[config.mk]
export PLATFORM = sky130hd
export DESIGN_NAME = suspicious_string_scanner
export DESIGN_NICKNAME = d
export VERILOG_FILES = /design/src/design/sscan_pkg.sv /design/src/design/suspicious_string_scanner.sv
export SDC_FILE = /design/constraint.sdc
export NUM_CORES = 1
export LEC_CHECK = 0
export BUFFER_PORTS_ARGS = -buffer_cell sky130_fd_sc_hd__buf_4
export CORE_UTILIZATION = 31
export CTS_CLUSTER_DIAMETER = 200
export DETAILED_ROUTE_END_ITERATION = 8
export PLACE_DENSITY = 0.57
export SYNTH_ARGS = -nofsm -noshare
export SYNTH_HDL_FRONTEND = slang
export SYNTH_SLANG_ARGS = --single-unit
[constraint.sdc]
create_clock -name clk -period 14.6 [get_ports clk]
set_input_delay 0.73 -clock clk [delete_from_list [all_inputs] [get_ports clk]]
set_output_delay 0.73 -clock clk [all_outputs]
set_load 0.05 [all_outputs]
[src/design/sscan_pkg.sv]
// Package for the suspicious string scanner.
// Holds the counter sizing, the character codes and the per-byte class functions.
// No dependencies.
package sscan_pkg;

	localparam int unsigned MAX_BYTES = 4096;
	localparam int unsigned CNT_W     = $clog2(MAX_BYTES + 1);
	localparam int unsigned RATIO_W   = 4;
	localparam int unsigned PROD_W    = CNT_W + RATIO_W;

	localparam logic [RATIO_W-1:0] RATIO_RESET = RATIO_W'(3);
	localparam logic [CNT_W-1:0]   CNT_MAX     = CNT_W'(MAX_BYTES);

	localparam logic [7:0] CH_NUL       = 8'h00;
	localparam logic [7:0] CH_TAB       = 8'h09;
	localparam logic [7:0] CH_LF        = 8'h0A;
	localparam logic [7:0] CH_CR        = 8'h0D;
	localparam logic [7:0] CH_SPACE     = 8'h20;
	localparam logic [7:0] CH_DOLLAR    = 8'h24;
	localparam logic [7:0] CH_AMP       = 8'h26;
	localparam logic [7:0] CH_LPAREN    = 8'h28;
	localparam logic [7:0] CH_PLUS      = 8'h2B;
	localparam logic [7:0] CH_MINUS     = 8'h2D;
	localparam logic [7:0] CH_DOT       = 8'h2E;
	localparam logic [7:0] CH_SLASH     = 8'h2F;
	localparam logic [7:0] CH_SEMI      = 8'h3B;
	localparam logic [7:0] CH_BACKSLASH = 8'h5C;
	localparam logic [7:0] CH_UNDER     = 8'h5F;
	localparam logic [7:0] CH_BACKTICK  = 8'h60;
	localparam logic [7:0] CH_LOWER_U   = 8'h75;
	localparam logic [7:0] CH_LOWER_X   = 8'h78;
	localparam logic [7:0] CH_PIPE      = 8'h7C;
	localparam logic [7:0] CH_TILDE     = 8'h7E;

	function automatic logic is_special(input logic [7:0] c);
		logic alnum;
		alnum = (c inside {[8'h30:8'h39], [8'h41:8'h5A], [8'h61:8'h7A]});
		return !alnum && !(c inside {CH_MINUS, CH_UNDER, CH_DOT, CH_SPACE, CH_PLUS});
	endfunction

	function automatic logic is_bad_control(input logic [7:0] c);
		logic printable;
		printable = (c >= CH_SPACE) && (c <= CH_TILDE);
		return !printable && !(c inside {CH_TAB, CH_LF, CH_CR, CH_NUL});
	endfunction

endpackage

[src/design/suspicious_string_scanner.sv]
// Suspicious string scanner top level; depends on sscan_pkg.
// Registers each request, updates the per-string state and gives the verdict.
// A verdict is written into the output register when its last byte leaves stage one.
// Throughput: one byte per cycle; a last byte waits in stage one only while the
// previous verdict sits untaken in the output register.
// Reset clears all string state and sets the ratio register to three tenths.
module suspicious_string_scanner (
	input  logic                           clk,
	input  logic                           arst_n,
	input  logic                           in_valid,
	output logic                           in_ready,
	input  logic [7:0]                     data_byte,
	input  logic                           last_byte,
	output logic                           out_valid,
	input  logic                           out_ready,
	output logic                           suspicious,
	input  logic                           cfg_we,
	input  logic [sscan_pkg::RATIO_W-1:0]  cfg_data
);
	import sscan_pkg::*;

	logic [RATIO_W-1:0] ratio_q;

	logic               valid_s1;
	logic [7:0]         byte_s1;
	logic               last_s1;
	logic               adv_s1;

	logic [7:0]         prev_q;
	logic [7:0]         prev_prev_q;
	logic [CNT_W-1:0]   length_q;
	logic [CNT_W-1:0]   special_q;
	logic               flag_q;

	logic               hit;
	logic               flag_next;
	logic [CNT_W-1:0]   length_next;
	logic [CNT_W-1:0]   special_next;
	logic [PROD_W-1:0]  special_x10;
	logic [PROD_W-1:0]  ratio_x_len;
	logic               verdict;

	logic               out_valid_q;
	logic               out_q;

	// A byte in stage one may only move on if its verdict has a place to go.
	assign adv_s1   = valid_s1 && (!last_s1 || !out_valid_q || out_ready);
	assign in_ready = !valid_s1 || adv_s1;

	always_ff @(posedge clk or negedge arst_n) begin
		if (!arst_n) begin
			ratio_q <= RATIO_RESET;
		end else if (cfg_we) begin
			ratio_q <= cfg_data;
		end
	end

	always_ff @(posedge clk or negedge arst_n) begin
		if (!arst_n) begin
			valid_s1 <= 1'b0;
		end else if (in_ready) begin
			valid_s1 <= in_valid;
		end
	end

	always_ff @(posedge clk) begin
		if (in_ready && in_valid) begin
			byte_s1 <= data_byte;
			last_s1 <= last_byte;
		end
	end

	always_comb begin
		hit = is_bad_control(byte_s1)
			|| (byte_s1 inside {CH_BACKTICK, CH_SEMI, CH_PIPE})
			|| (prev_q == CH_DOLLAR && byte_s1 == CH_LPAREN)
			|| (prev_q == CH_AMP && byte_s1 == CH_AMP)
			|| (prev_prev_q == CH_DOT && prev_q == CH_DOT && byte_s1 == CH_SLASH)
			|| (prev_q == CH_BACKSLASH && (byte_s1 inside {CH_LOWER_X, CH_LOWER_U}));
		flag_next    = flag_q || hit;
		length_next  = (length_q < CNT_MAX) ? length_q + CNT_W'(1) : length_q;
		special_next = (is_special(byte_s1) && special_q < CNT_MAX)
			? special_q + CNT_W'(1) : special_q;
		special_x10  = PROD_W'({special_next, 3'b000}) + PROD_W'({special_next, 1'b0});
		ratio_x_len  = PROD_W'(ratio_q) * PROD_W'(length_next);
		verdict      = flag_next || (special_x10 > ratio_x_len);
	end

	// String state is cleared after the last byte so no sequence spans two strings.
	always_ff @(posedge clk or negedge arst_n) begin
		if (!arst_n) begin
			prev_q      <= '0;
			prev_prev_q <= '0;
			length_q    <= '0;
			special_q   <= '0;
			flag_q      <= 1'b0;
		end else if (adv_s1) begin
			if (last_s1) begin
				prev_q      <= '0;
				prev_prev_q <= '0;
				length_q    <= '0;
				special_q   <= '0;
				flag_q      <= 1'b0;
			end else begin
				prev_q      <= byte_s1;
				prev_prev_q <= prev_q;
				length_q    <= length_next;
				special_q   <= special_next;
				flag_q      <= flag_next;
			end
		end
	end

	always_ff @(posedge clk or negedge arst_n) begin
		if (!arst_n) begin
			out_valid_q <= 1'b0;
		end else if (adv_s1 && last_s1) begin
			out_valid_q <= 1'b1;
		end else if (out_ready) begin
			out_valid_q <= 1'b0;
		end
	end

	always_ff @(posedge clk) begin
		if (adv_s1 && last_s1) begin
			out_q <= verdict;
		end
	end

	assign out_valid  = out_valid_q;
	assign suspicious = out_q;

endmodule
==> results of run 1 <==
==> worst max-delay path by stage <==
stage / start / to / slack (ns)
4_1_cts: length_q[12] / suspicious / 9.08
6_report: length_q[12] / suspicious / 9.08
2_1_floorplan: length_q[2] / suspicious / 9.49
5_1_grt: length_q[12] / suspicious / 8.66
3_3_place_gp: length_q[12] / suspicious / 9.01
3_5_place_dp: length_q[12] / suspicious / 9.10
==> sequential cells by signal, summed over array words and instances (netlist names) <==
register	cells
flag_q	1
out_valid	1
ratio_q	4
special_q	13
last_s1	1
prev_prev_q	8
length_q	13
suspicious	1
prev_q	8
valid_s1	1
byte_s1	8
==> area by class of cell <==
| class | count | area [sq um] | area share [%] |
|---|---|---|---|
| Multi-Input combinational cell | 522 | 3882 | 60.74 |
| Sequential cell | 59 | 1529 | 23.92 |
| Tap cell | 229 | 286.5 | 4.482 |
| Clock buffer | 10 | 250.2 | 3.915 |
| Inverter | 56 | 210.2 | 3.288 |
| Timing Repair Buffer | 23 | 172.7 | 2.701 |
| Clock inverter | 6 | 61.31 | 0.9591 |
==> through the flow <==
stage,cell area (sq um),cells,worst slack (ns),power [mW]
after floorplan,5762,670,9.489,0.4564
after detailed placement,6081,889,9.099,0.5317
after global routing,6392,905,8.656,0.8129
after CTS,6392,905,9.078,0.7551
final,6392,905,9.082,0.7456
after global placement,6081,889,9.009,0.5285
==> routing by layer <==
| layer | track usage (%) | part of all wire (%) | vias up | routed length [um] |
|---|---|---|---|---|
| li1 | - | - | 2287 | - |
| met1 | 19.69 | 52 | 2113 | 6356 |
| met2 | 21.43 | 44 | 67 | 5441 |
| met3 | 1.870 | 3.3 | 6 | 400 |
| met4 | 4.140 | 0.55 | 0 | 68 |
| met5 | 0 | 0 | - | 0 |
==> power by group through the flow <==
stage	clock, mW	sequential (mW)	combinational (mW)
5_1_grt	0.233	0.227	0.353
2_1_floorplan	0	0.208	0.248
4_1_cts	0.224	0.222	0.308
6_report	0.218	0.223	0.305
3_3_place_gp	0	0.225	0.304
3_5_place_dp	0	0.225	0.307
==> cell usage after synthesis (6+ instances only) <==
cell type,n,area (sq um)
a21oi_1,36,180.2
inv_1,56,210.2
a21o_1,13,97.59
nand2_1,81,304.0
and2_1,6,37.54
nand3_1,12,60.06
ha_1,50,625.6
nand4_1,8,50.05
nor2b_1,45,281.5
xor2_1,23,201.4
fa_1,23,460.4
edfxtp_1,10,300.3
dfrtp_1,47,1176
xnor2_1,23,201.4
and3_1,7,43.79
clkbuf_1,25,93.84
nand3b_1,20,150.1
nand2b_1,20,125.1
mux2i_1,9,90.09
mux2_2,6,67.56
nor3_1,10,50.05
o21ai_0,39,195.2
nor2_1,29,108.9
==> worst reg2reg max path, cell delays in order, from the launching register on <==
cell and delay (ns):
dfrtp_1 0.48, nand4b_1 0.32, nor2_1 0.26, and3_1 0.29
xnor2_1 0.25, nor2b_1 0.12, fa_1 0.51, inv_1 0.05
fa_1 0.53, inv_1 0.04, ha_1 0.37, a21o_1 0.20
a21oi_1 0.18, nand2_1 0.07, a41o_1 0.23, a31o_2 0.23
a21oi_1 0.16, xor2_1 0.18, ha_1 0.27, a21o_1 0.17
a21oi_1 0.14, o21a_1 0.13, o21ai_0 0.07
==> logic make-up (layout without fill, tap and decap cells) <==
group | count (synthesis) | after routing | share of synthesized area [%]
buffers and inverters | 89 | 95 | 6.080
multiplexers | 15 | 15 | 2.736
adder cells (fa/ha/maj) | 73 | 73 | 18.85
AND/OR/NAND/NOR | 266 | 266 | 25.45
AO/OA/AOI/OAI | 121 | 121 | 12.88
XOR/XNOR | 47 | 47 | 7.470
flip-flops | 59 | 59 | 26.54
==> out/metrics.cfg, run 1 <==
[status]
status = finished, final reports clean

[detailed_routing]
dr.pass1.iters = 4
vias_per_cell = 4.943
drt_iter0_markers = 259
remaining_drc_errors = 0
wl_um = 12270
vias = 4473
routedWlPerCell_um = 13.55
ant_nets = 0

[power_and_ir_drop]
swShare_pct = 37.15
vdd_drop_max_uv = 67.52
p_clk_share_pct = 29.3
p_int_mw = 0.4686
power.switching_mw = 0.2770
p_comb_share_pct = 40.9
p_seq_share_pct = 29.9
p_leak_nw = 2.903
power.density_nw_per_um2 = 116.6

[finish]
layout_commonest_cell = nand2_1
drive_above_1_share_pct = 8.580
final_nets = 762
n_fill_cell = 1840
num_antenna_cells = 0
final_cell_mix = nand2_1, inv_1, ha_1, dfrtp_1, nor2b_1
area_growth_pct = 10.94
final_util_pct = 35.34

[clocking]
ctsHoldBuffers = 0
cts-htree-levels = 3
cts_resized = 0
clkTransAtPathRegs_ns = 0.05
cts_setup_buffers = 0
insertion_delay_ns = 0.33
clock-root-buffer = clkbuf_16
clock_path_buffers = 2
cts_buffers = 9
clkSinkCount = 59
cts_tree = yes

[critical_path]
path_cells = nand4b_1, nor2_1, and3_1, xnor2_1, nor2b_1, fa_1, inv_1, fa_1, inv_1, ha_1, a21o_1, a21oi_1, nand2_1, a41o_1, a31o_2, a21oi_1, xor2_1, ha_1, a21o_1, a21oi_1, o21a_1, o21ai_0
crit_path_max_fanout = 11
r2r_cells = 22
slowest_stage = fa_1
regToRegEndpoint = suspicious
cp_slowest_stage_delay_ns = 0.53
start_kind = flip-flop
crit_type = flip-flop to flip-flop
regToRegStartpoint = length_q[12]
crit_arrival_ns = 5.59
crit_path_end_kind = flip-flop
rrSetupSlack_ns = 9.08
required_ns = 14.67
path_buf_inv = 2
crit_top_cell = a21oi_1
cp_num_cells = 22
critical-path-top-delay-family = adder cells

[die]
core_area_sq_um = 18090
rows = 49
die_w_um = 138.3
dieArea_sq_um = 19140
start_util_pct = 31.86
die_y_um = 138.3
ios = 21

[global_routing]
grt_overflow = 0
grtUsageTotal_pct = 13.75
grt_max_degree = 53
antenna_found_initial = 0
grt_pass1_vias = 4392
grt_pass1_wl_um = 21620

[timing]
fmax_mhz = 181.2
fin_skew_ns = 0.006869
finalHoldViolations = 0
finalSetupViolCount = 0
min_period_ns = 5.518
relSlewSlack_pct = 58.14
rsz0062_at_grt = false
final.period_utilization_pct = 37.80
hold_slack_ns = 0.4157
drv_slew = 0
tns_ns = 0
worst_pin_slew_ns = 0.6280

[yosys]
async_flop_share_pct = 83.05
ys_ff_latch = 59
synth-main-ff-cell = dfrtp_1
ys_seq_area_share_pct = 26.54
ys_types = 62
synth_area_sq_um = 5762
ys_warn_count = 0
synth_edf_count = 10
syn_area_per_cell_sq_um = 8.600
synthCells = 670
synth_nets = 761

[min_path]
hold_path.class = input pin to async pin

[place]
dp_hpwl_um = 9248
portBuffers = 20
gp_congestion = 0.8017

[job]
cap_viol_max_count = 0

No activity file was read; power rests on OpenSTA's default activity.
==> run 2: changes to the inputs <==
Settings changed: PLACE_DENSITY 0.57 to 0.58.
Clock period 14.6 ns to 4.76 ns, I/O delays scaled along.
==> out/metrics.cfg, run 2 (synthesis gave the netlist of run 1 again) <==
[detailed_routing]
dr.pass1.iters = 4  ; unchanged
remaining_drc_errors = 0  ; unchanged
wl_um = 13240  ; was 12270 um
routedWlPerCell_um = 13.10  ; was 13.55 um
vias_per_cell = 4.815  ; was 4.943
ant_nets = 0  ; unchanged
vias = 4868  ; was 4473
drt_iter0_markers = 266  ; was 259

[power_and_ir_drop]
p_total_mw = 2.511  ; was 0.7456 mW
p_leak_nw = 3.427  ; was 2.903 nW
power.density_nw_per_um2 = 332.3  ; was 116.6 nW/um^2
vdd_drop_max_uv = 209.0  ; was 67.52 uV

[finish]
final_util_pct = 41.78  ; was 35.34%
drive_above_1_share_pct = 26.98  ; was 8.580%
num_antenna_cells = 0  ; unchanged
seq_area_sq_um = 1529  ; unchanged
final_cell_mix = buf_4, nand2_1, inv_1, dfrtp_1, ha_1  ; was nand2_1, inv_1, ha_1, dfrtp_1, nor2b_1
top_regs = length_q: 13 flops, special_q: 13 flops  ; unchanged
multi_input_area_sq_um = 4229  ; was 3882 sq um
layout_commonest_cell = buf_4  ; was nand2_1
area_growth_pct = 31.16  ; was 10.94%
final_nets = 868  ; was 762
n_fill_cell = 1763  ; was 1840

[timing]
worst_pin_slew_ns = 0.6408  ; was 0.6280 ns
drv_slew = 0  ; unchanged
fin_ws_ns = -0.07667  ; was 9.082 ns
hold_slack_ns = 0.08291  ; was 0.4157 ns
rsz0062_at_grt = true  ; was false
relSlewSlack_pct = 57.28  ; was 58.14%
fmax_mhz = 206.8  ; was 181.2 MHz
finalHoldViolations = 0  ; unchanged
finalSetupViolCount = 1  ; was 0
fin_skew_ns = 0.008059  ; was 0.006869 ns
min_period_ns = 4.837  ; was 5.518 ns
final.period_utilization_pct = 101.6  ; was 37.80%

[place]
portBuffers = 20  ; unchanged
dp_hpwl_um = 10090  ; was 9248 um
gp_congestion = 0.7885  ; was 0.8017

[global_routing]
grtUsageTotal_pct = 14.67  ; was 13.75%
antenna_found_initial = 0  ; unchanged
grt_overflow = 0  ; unchanged
grt_max_degree = 53  ; unchanged
grt_pass1_vias = 4884  ; was 4392
grt_pass1_wl_um = 23070  ; was 21620 um

[critical_path]
cp_slowest_stage_delay_ns = 0.49  ; was 0.53 ns
start_kind = flip-flop  ; unchanged
slowest_stage = fa_1  ; unchanged
crit_arrival_ns = 5.02  ; was 5.59 ns
crit_type = flip-flop to flip-flop  ; unchanged
crit_path_max_fanout = 4  ; was 11
crit_path_end_kind = flip-flop  ; unchanged
r2r_cells = 24  ; was 22
path_cells = ha_2, nand4b_1, buf_4, xor2_4, buf_6, nor2b_4, fa_1, inv_1, fa_1, inv_1, ha_1, o21a_1, o21ai_2, a31o_2, nand2_1, xnor2_1, ha_1, nand4_1, nor2_2, o21ai_1, a21oi_2, nor3_2, o21a_1, o21ai_1  ; was nand4b_1, nor2_1, and3_1, xnor2_1, nor2b_1, fa_1, inv_1, fa_1, inv_1, ha_1, a21o_1, a21oi_1, nand2_1, a41o_1, a31o_2, a21oi_1, xor2_1, ha_1, a21o_1, a21oi_1, o21a_1, o21ai_0
required_ns = 4.95  ; was 14.67 ns

[clocking]
cts_tree = yes  ; unchanged
cts-htree-levels = 3  ; unchanged
cts_buffers = 9  ; unchanged
clkSinkCount = 59  ; unchanged
clock_path_buffers = 2  ; unchanged
clock-root-buffer = clkbuf_16  ; unchanged
insertion_delay_ns = 0.33  ; about the same
clkTransAtPathRegs_ns = 0.05  ; about the same

[min_path]
hold_path.class = input pin to flip-flop  ; was input pin to async pin
hold_path_depth = 1

[die]
die_y_um = 138.3  ; unchanged
dieArea_sq_um = 19140  ; unchanged
core_area_sq_um = 18090  ; unchanged
ios = 21  ; unchanged
start_util_pct = 31.86  ; unchanged
die_w_um = 138.3  ; unchanged
rows = 49  ; unchanged

[status]
status = complete, but fails checks  ; was finished, final reports clean
violations = setup timing

[job]
cap_viol_max_count = 0  ; unchanged

==> run 2: cell count changes in the layout (fill, tap and decap cells not counted), sizes merged <==
cell / previous run / this run
clkbuf: 10 / 12
buf: 23 / 128
inv: 57 / 56
dlygate4sd3: 0 / 1
clkinvlp: 2 / 1
==> run 2: metal layers <==
layer,track usage (%),vias up,wire [um]
li1,-,2507,-
met1,20.20,2308,6639
met2,24.18,44,6242
met3,1.836,9,231
met4,3.962,0,129
met5,0,-,0
==> run 2: path summary, 6_finish.rpt <==
check | to | from | slack [ns]
setup / recovery | suspicious | length_q[1] | -0.08
hold / removal | byte_s1[6] | data_byte[6] | 0.08
setup reg to reg | suspicious | length_q[1] | -0.08
hold reg to reg | prev_prev_q[5] | prev_prev_q[5] | 0.47
max in group asynchronous | special_q[0] | arst_n | 3.84
min in group asynchronous | prev_q[3] | arst_n | 0.47
==> run 2: where the power goes <==
group          switching, mW  internal, mW  total, mW
Sequential            0.0821         0.582      0.664
Clock                  0.228         0.449      0.677
Combinational          0.583         0.587       1.17
==> run 2: metrics by stage <==
step | setup TNS, ns | std cells | worst slack, ns | instance area [sq um]
5_1_grt | -0.3123 | 1011 | -0.3123 | 7557
4_1_cts | -0.01762 | 1005 | -0.01762 | 7473
6_report | -0.07667 | 1011 | -0.07667 | 7557
2_1_floorplan | 0 | 670 | 0.002176 | 5841
3_5_place_dp | -0.4754 | 978 | -0.4754 | 6817
3_3_place_gp | -0.4168 | 978 | -0.4168 | 6817
==> run 2: critical path: cells and delay by family (launching register included) <==
kind / cells / cell delay, ns
buffers and inverters: 4 / 0.44
DFF: 1 / 0.37
adders and majority gates: 5 / 1.74
xor gates and xnor gates: 2 / 0.30
and+or+nand+nor: 6 / 0.69
AOI/OAI and AO/OA: 7 / 1.15
==> run 2: final cells by class <==
class | count | share of cell area [%]
Sequential cell | 59 | 20.23
Multi-Input combinational cell | 522 | 55.96
Timing Repair Buffer | 129 | 13.06
Inverter | 56 | 2.781
Tap cell | 229 | 3.791
Clock inverter | 4 | 0.6291
Clock buffer | 12 | 3.543
==> run 2: timing repair <==
action / CTS / global route
pin swaps: 36 / 23
gates cloned: 0 / 0
setup endpoints to repair: 1 / 1
endpoints found under the hold margin: 47 / 0
hold buffers: 1 / 0
gates resized for setup: 47 / 10
setup buffers: 12 / 6
==> run 3: changes to the inputs <==
--- a/config.mk
+++ b/config.mk
@@ -7,2 +7,3 @@
 export LEC_CHECK = 0
+export ABC_AREA = 1
 export BUFFER_PORTS_ARGS = -buffer_cell sky130_fd_sc_hd__buf_4
==> constraint.sdc (replaced) <==
create_clock -name clk -period 4.76 [get_ports clk]
set_input_delay 0.476 -clock clk [delete_from_list [all_inputs] [get_ports clk]]
set_output_delay 0.476 -clock clk [all_outputs]
set_load 0.05 [all_outputs]
==> out/metrics.cfg, run 3 <==
[power_and_ir_drop]
p_seq_share_pct = 30.2  ; was 26.4%
p_leak_nw = 3.293  ; was 3.427 nW
swShare_pct = 37.65  ; was 35.58%
p_clk_share_pct = 32.6  ; was 26.9%
power.switching_mw = 0.7578  ; was 0.8933 mW
p_comb_share_pct = 37.2  ; was 46.6%
power.density_nw_per_um2 = 295.6  ; was 332.3 nW/um^2
p_int_mw = 1.255  ; was 1.618 mW
vdd_drop_max_uv = 244.5  ; was 209.0 uV

[yosys]
synth_edf_count = 10  ; unchanged
synth_common_cells = nand2_1, inv_1, nor2_1, ha_1, dfrtp_1  ; was nand2_1, inv_1, ha_1, dfrtp_1, nor2b_1
synth.most_common_cell = nand2_1  ; unchanged
ys_seq_area_share_pct = 27.02  ; was 26.54%
async_flop_share_pct = 83.05  ; unchanged
synth_area_sq_um = 5659  ; was 5762 sq um
yosys.area.top_type_share_pct = 20.78  ; was 20.41%
syn_area_per_cell_sq_um = 7.200  ; was 8.600 sq um
synthCells = 786  ; was 670
synth_nets = 877  ; was 761
ys_ff_latch = 59  ; unchanged
synth-main-ff-cell = dfrtp_1  ; unchanged
synth.area.top_cells = dfrtp_1, nand2_1, ha_1  ; was dfrtp_1, ha_1, fa_1
yosysTopAreaCell = dfrtp_1  ; unchanged
ys_types = 42  ; was 62
ys_warn_count = 0  ; unchanged

[timing]
finalHoldViolations = 0  ; unchanged
drv_slew = 0  ; unchanged
finalSetupViolCount = 0  ; was 1
relSlewSlack_pct = 21.67  ; was 57.28%
fin_skew_ns = 0.009773  ; was 0.008059 ns
fmax_mhz = 213.6  ; was 206.8 MHz
hold_slack_ns = 0.1645  ; was 0.08291 ns
min_period_ns = 4.681  ; was 4.837 ns
final.period_utilization_pct = 98.35  ; was 101.6%
worst_pin_slew_ns = 1.174  ; was 0.6408 ns
tns_ns = 0  ; was -0.07667 ns
rsz0062_at_grt = true  ; unchanged

[critical_path]
crit_type = flip-flop to flip-flop  ; unchanged
slowest_stage = fa_1  ; unchanged
crit_top_cell = nand2_1
critical-path-top-delay-family = adder cells  ; unchanged
regToRegStartpoint = length_q[4]  ; was length_q[1]
regToRegEndpoint = suspicious  ; unchanged
r2r_cells = 26  ; was 24
path_buf_inv = 4  ; unchanged
crit_path_end_kind = flip-flop  ; unchanged
critPathLaunch = length_q[4]  ; was length_q[1]
cp_slowest_stage_delay_ns = 0.52  ; was 0.49 ns
start_kind = flip-flop  ; unchanged
required_ns = 4.86  ; was 4.95 ns
rrSetupSlack_ns = 0.08  ; was -0.08 ns
crit_arrival_ns = 4.78  ; was 5.02 ns
crit_path_max_fanout = 4  ; unchanged

[finish]
area_growth_pct = 20.30  ; was 31.16%
final_nets = 927  ; was 868
fin_area_sq_um = 6808  ; was 7557 sq um
num_antenna_cells = 0  ; unchanged
top_regs = length_q: 13 flops, special_q: 13 flops  ; unchanged
n_fill_cell = 1891  ; was 1763
drive_above_1_share_pct = 16.17  ; was 26.98%
layout_commonest_cell = nand2_1  ; was buf_4
final_cell_mix = nand2_1, inv_1, nor2_1, buf_4, dfrtp_1  ; was buf_4, nand2_1, inv_1, dfrtp_1, ha_1

[global_routing]
antenna_found_initial = 0  ; unchanged
grt_pass1_vias = 4910  ; was 4884
grt_max_degree = 50  ; was 53
grt_overflow = 0  ; unchanged
met1_usage_pct = 22.49  ; was 20.20%
grt-busiest-layer = met2  ; unchanged
grtUsageMet3_pct = 2.963  ; was 1.836%
grtUsageMet2_pct = 24.44  ; was 24.18%
grtUsageTotal_pct = 16.01  ; was 14.67%
grt_pass1_wl_um = 23450  ; was 23070 um

[die]
start_util_pct = 31.61  ; was 31.86%
dieArea_sq_um = 18800  ; was 19140 sq um
die_w_um = 137.1  ; was 138.3 um
die_y_um = 137.1  ; was 138.3 um
rows = 49  ; unchanged
core_area_sq_um = 17900  ; was 18090 sq um
ios = 21  ; unchanged

[detailed_routing]
vias = 5050  ; was 4868
routedWlPerCell_um = 13.06  ; was 13.10 um
drt_iter0_markers = 280  ; was 266
vias_per_cell = 4.720  ; was 4.815
remaining_drc_errors = 0  ; unchanged
ant_nets = 0  ; unchanged
dr.pass1.iters = 7  ; was 4
wl_um = 13980  ; was 13240 um

[clocking]
clkSinkCount = 59  ; unchanged
cts_buffers = 9  ; unchanged
cts_tree = yes  ; unchanged
insertion_delay_ns = 0.34  ; was 0.33 ns
clkTransAtPathRegs_ns = 0.06  ; was 0.05 ns
cts-htree-levels = 3  ; unchanged
clock_path_buffers = 2  ; unchanged
clock-root-buffer = clkbuf_16  ; unchanged

[place]
dp_hpwl_um = 10850  ; was 10090 um
gp_congestion = 0.8796  ; was 0.7885
placement.cell_area_sq_um = 6221  ; was 6817 sq um
portBuffers = 20  ; unchanged

[min_path]
hold_path.class = input pin to async pin  ; was input pin to flip-flop

[status]
status = finished, final reports clean  ; was complete, but fails checks

[job]
cap_viol_max_count = 0  ; unchanged

-- run 3: final cells by class --
type,instances,area [sq um],area share [%]
Inverter,144,541.8,7.958
Clock inverter,7,68.82,1.011
Multi-Input combinational cell,570,3765,55.30
Clock buffer,9,225.2,3.308
Sequential cell,59,1530,22.48
Tap cell,229,286.5,4.209
Timing Repair Buffer,52,390.4,5.734
-- run 3: worst max path at each step --
stage,end,slack [ns],cells after the start
final,suspicious,0.08,26
after global routing,suspicious,-0.20,27
after floorplan,suspicious,0.20,26
after global placement,suspicious,0.01,22
after CTS,suspicious,0.009,27
after detailed placement,suspicious,-0.02,26
-- run 3: logic make-up after synthesis --
| family | count (synthesis) | share of synthesized area [%] |
|---|---|---|
| AOI/OAI and AO/OA | 116 | 11.92 |
| and+or+nand+nor | 347 | 25.80 |
| adders and majority gates | 73 | 19.19 |
| DFF | 59 | 27.02 |
| xor gates and xnor gates | 34 | 5.395 |
| buffers and inverters | 157 | 10.68 |
-- run 3: power groups by stage --
| stage | Combinational [mW] | Sequential, mW | Clock, mW |
|---|---|---|---|
| floorplan | 0.550 | 0.609 | 0 |
| global placement | 0.737 | 0.614 | 0 |
| detailed placement | 0.742 | 0.614 | 0 |
| CTS | 0.748 | 0.606 | 0.673 |
| global route | 0.879 | 0.615 | 0.693 |
| finish | 0.749 | 0.608 | 0.657 |
-- run 3: what timing repair did --
action,4_1_cts,5_1_grt
endpoints found under the setup margin,1,1
setup buffers,0,7
pin swaps,0,27
resized for setup,3,63
hold endpoints to repair,0,0
hold buffers,0,0
-- run 3: per-layer routing --
| layer | vias up | wire, um |
|---|---|---|
| li1 | 2630 | - |
| met1 | 2297 | 7132 |
| met2 | 105 | 6057 |
| met3 | 18 | 488 |
| met4 | 0 | 297 |
| met5 | - | 0 |
-- run 3: through the flow --
stage | utilization [%] | cells | power (mW) | setup slack (ns)
2_1_floorplan | - | 786 | 1.159 | 0.1971
3_5_place_dp | 34.75 | 1047 | 1.356 | -0.02374
3_3_place_gp | 34.75 | 1047 | 1.352 | 0.01013
6_report | 38.03 | 1070 | 2.013 | 0.07854
4_1_cts | 36.45 | 1063 | 2.026 | 0.009210
5_1_grt | 38.03 | 1070 | 2.187 | -0.2013
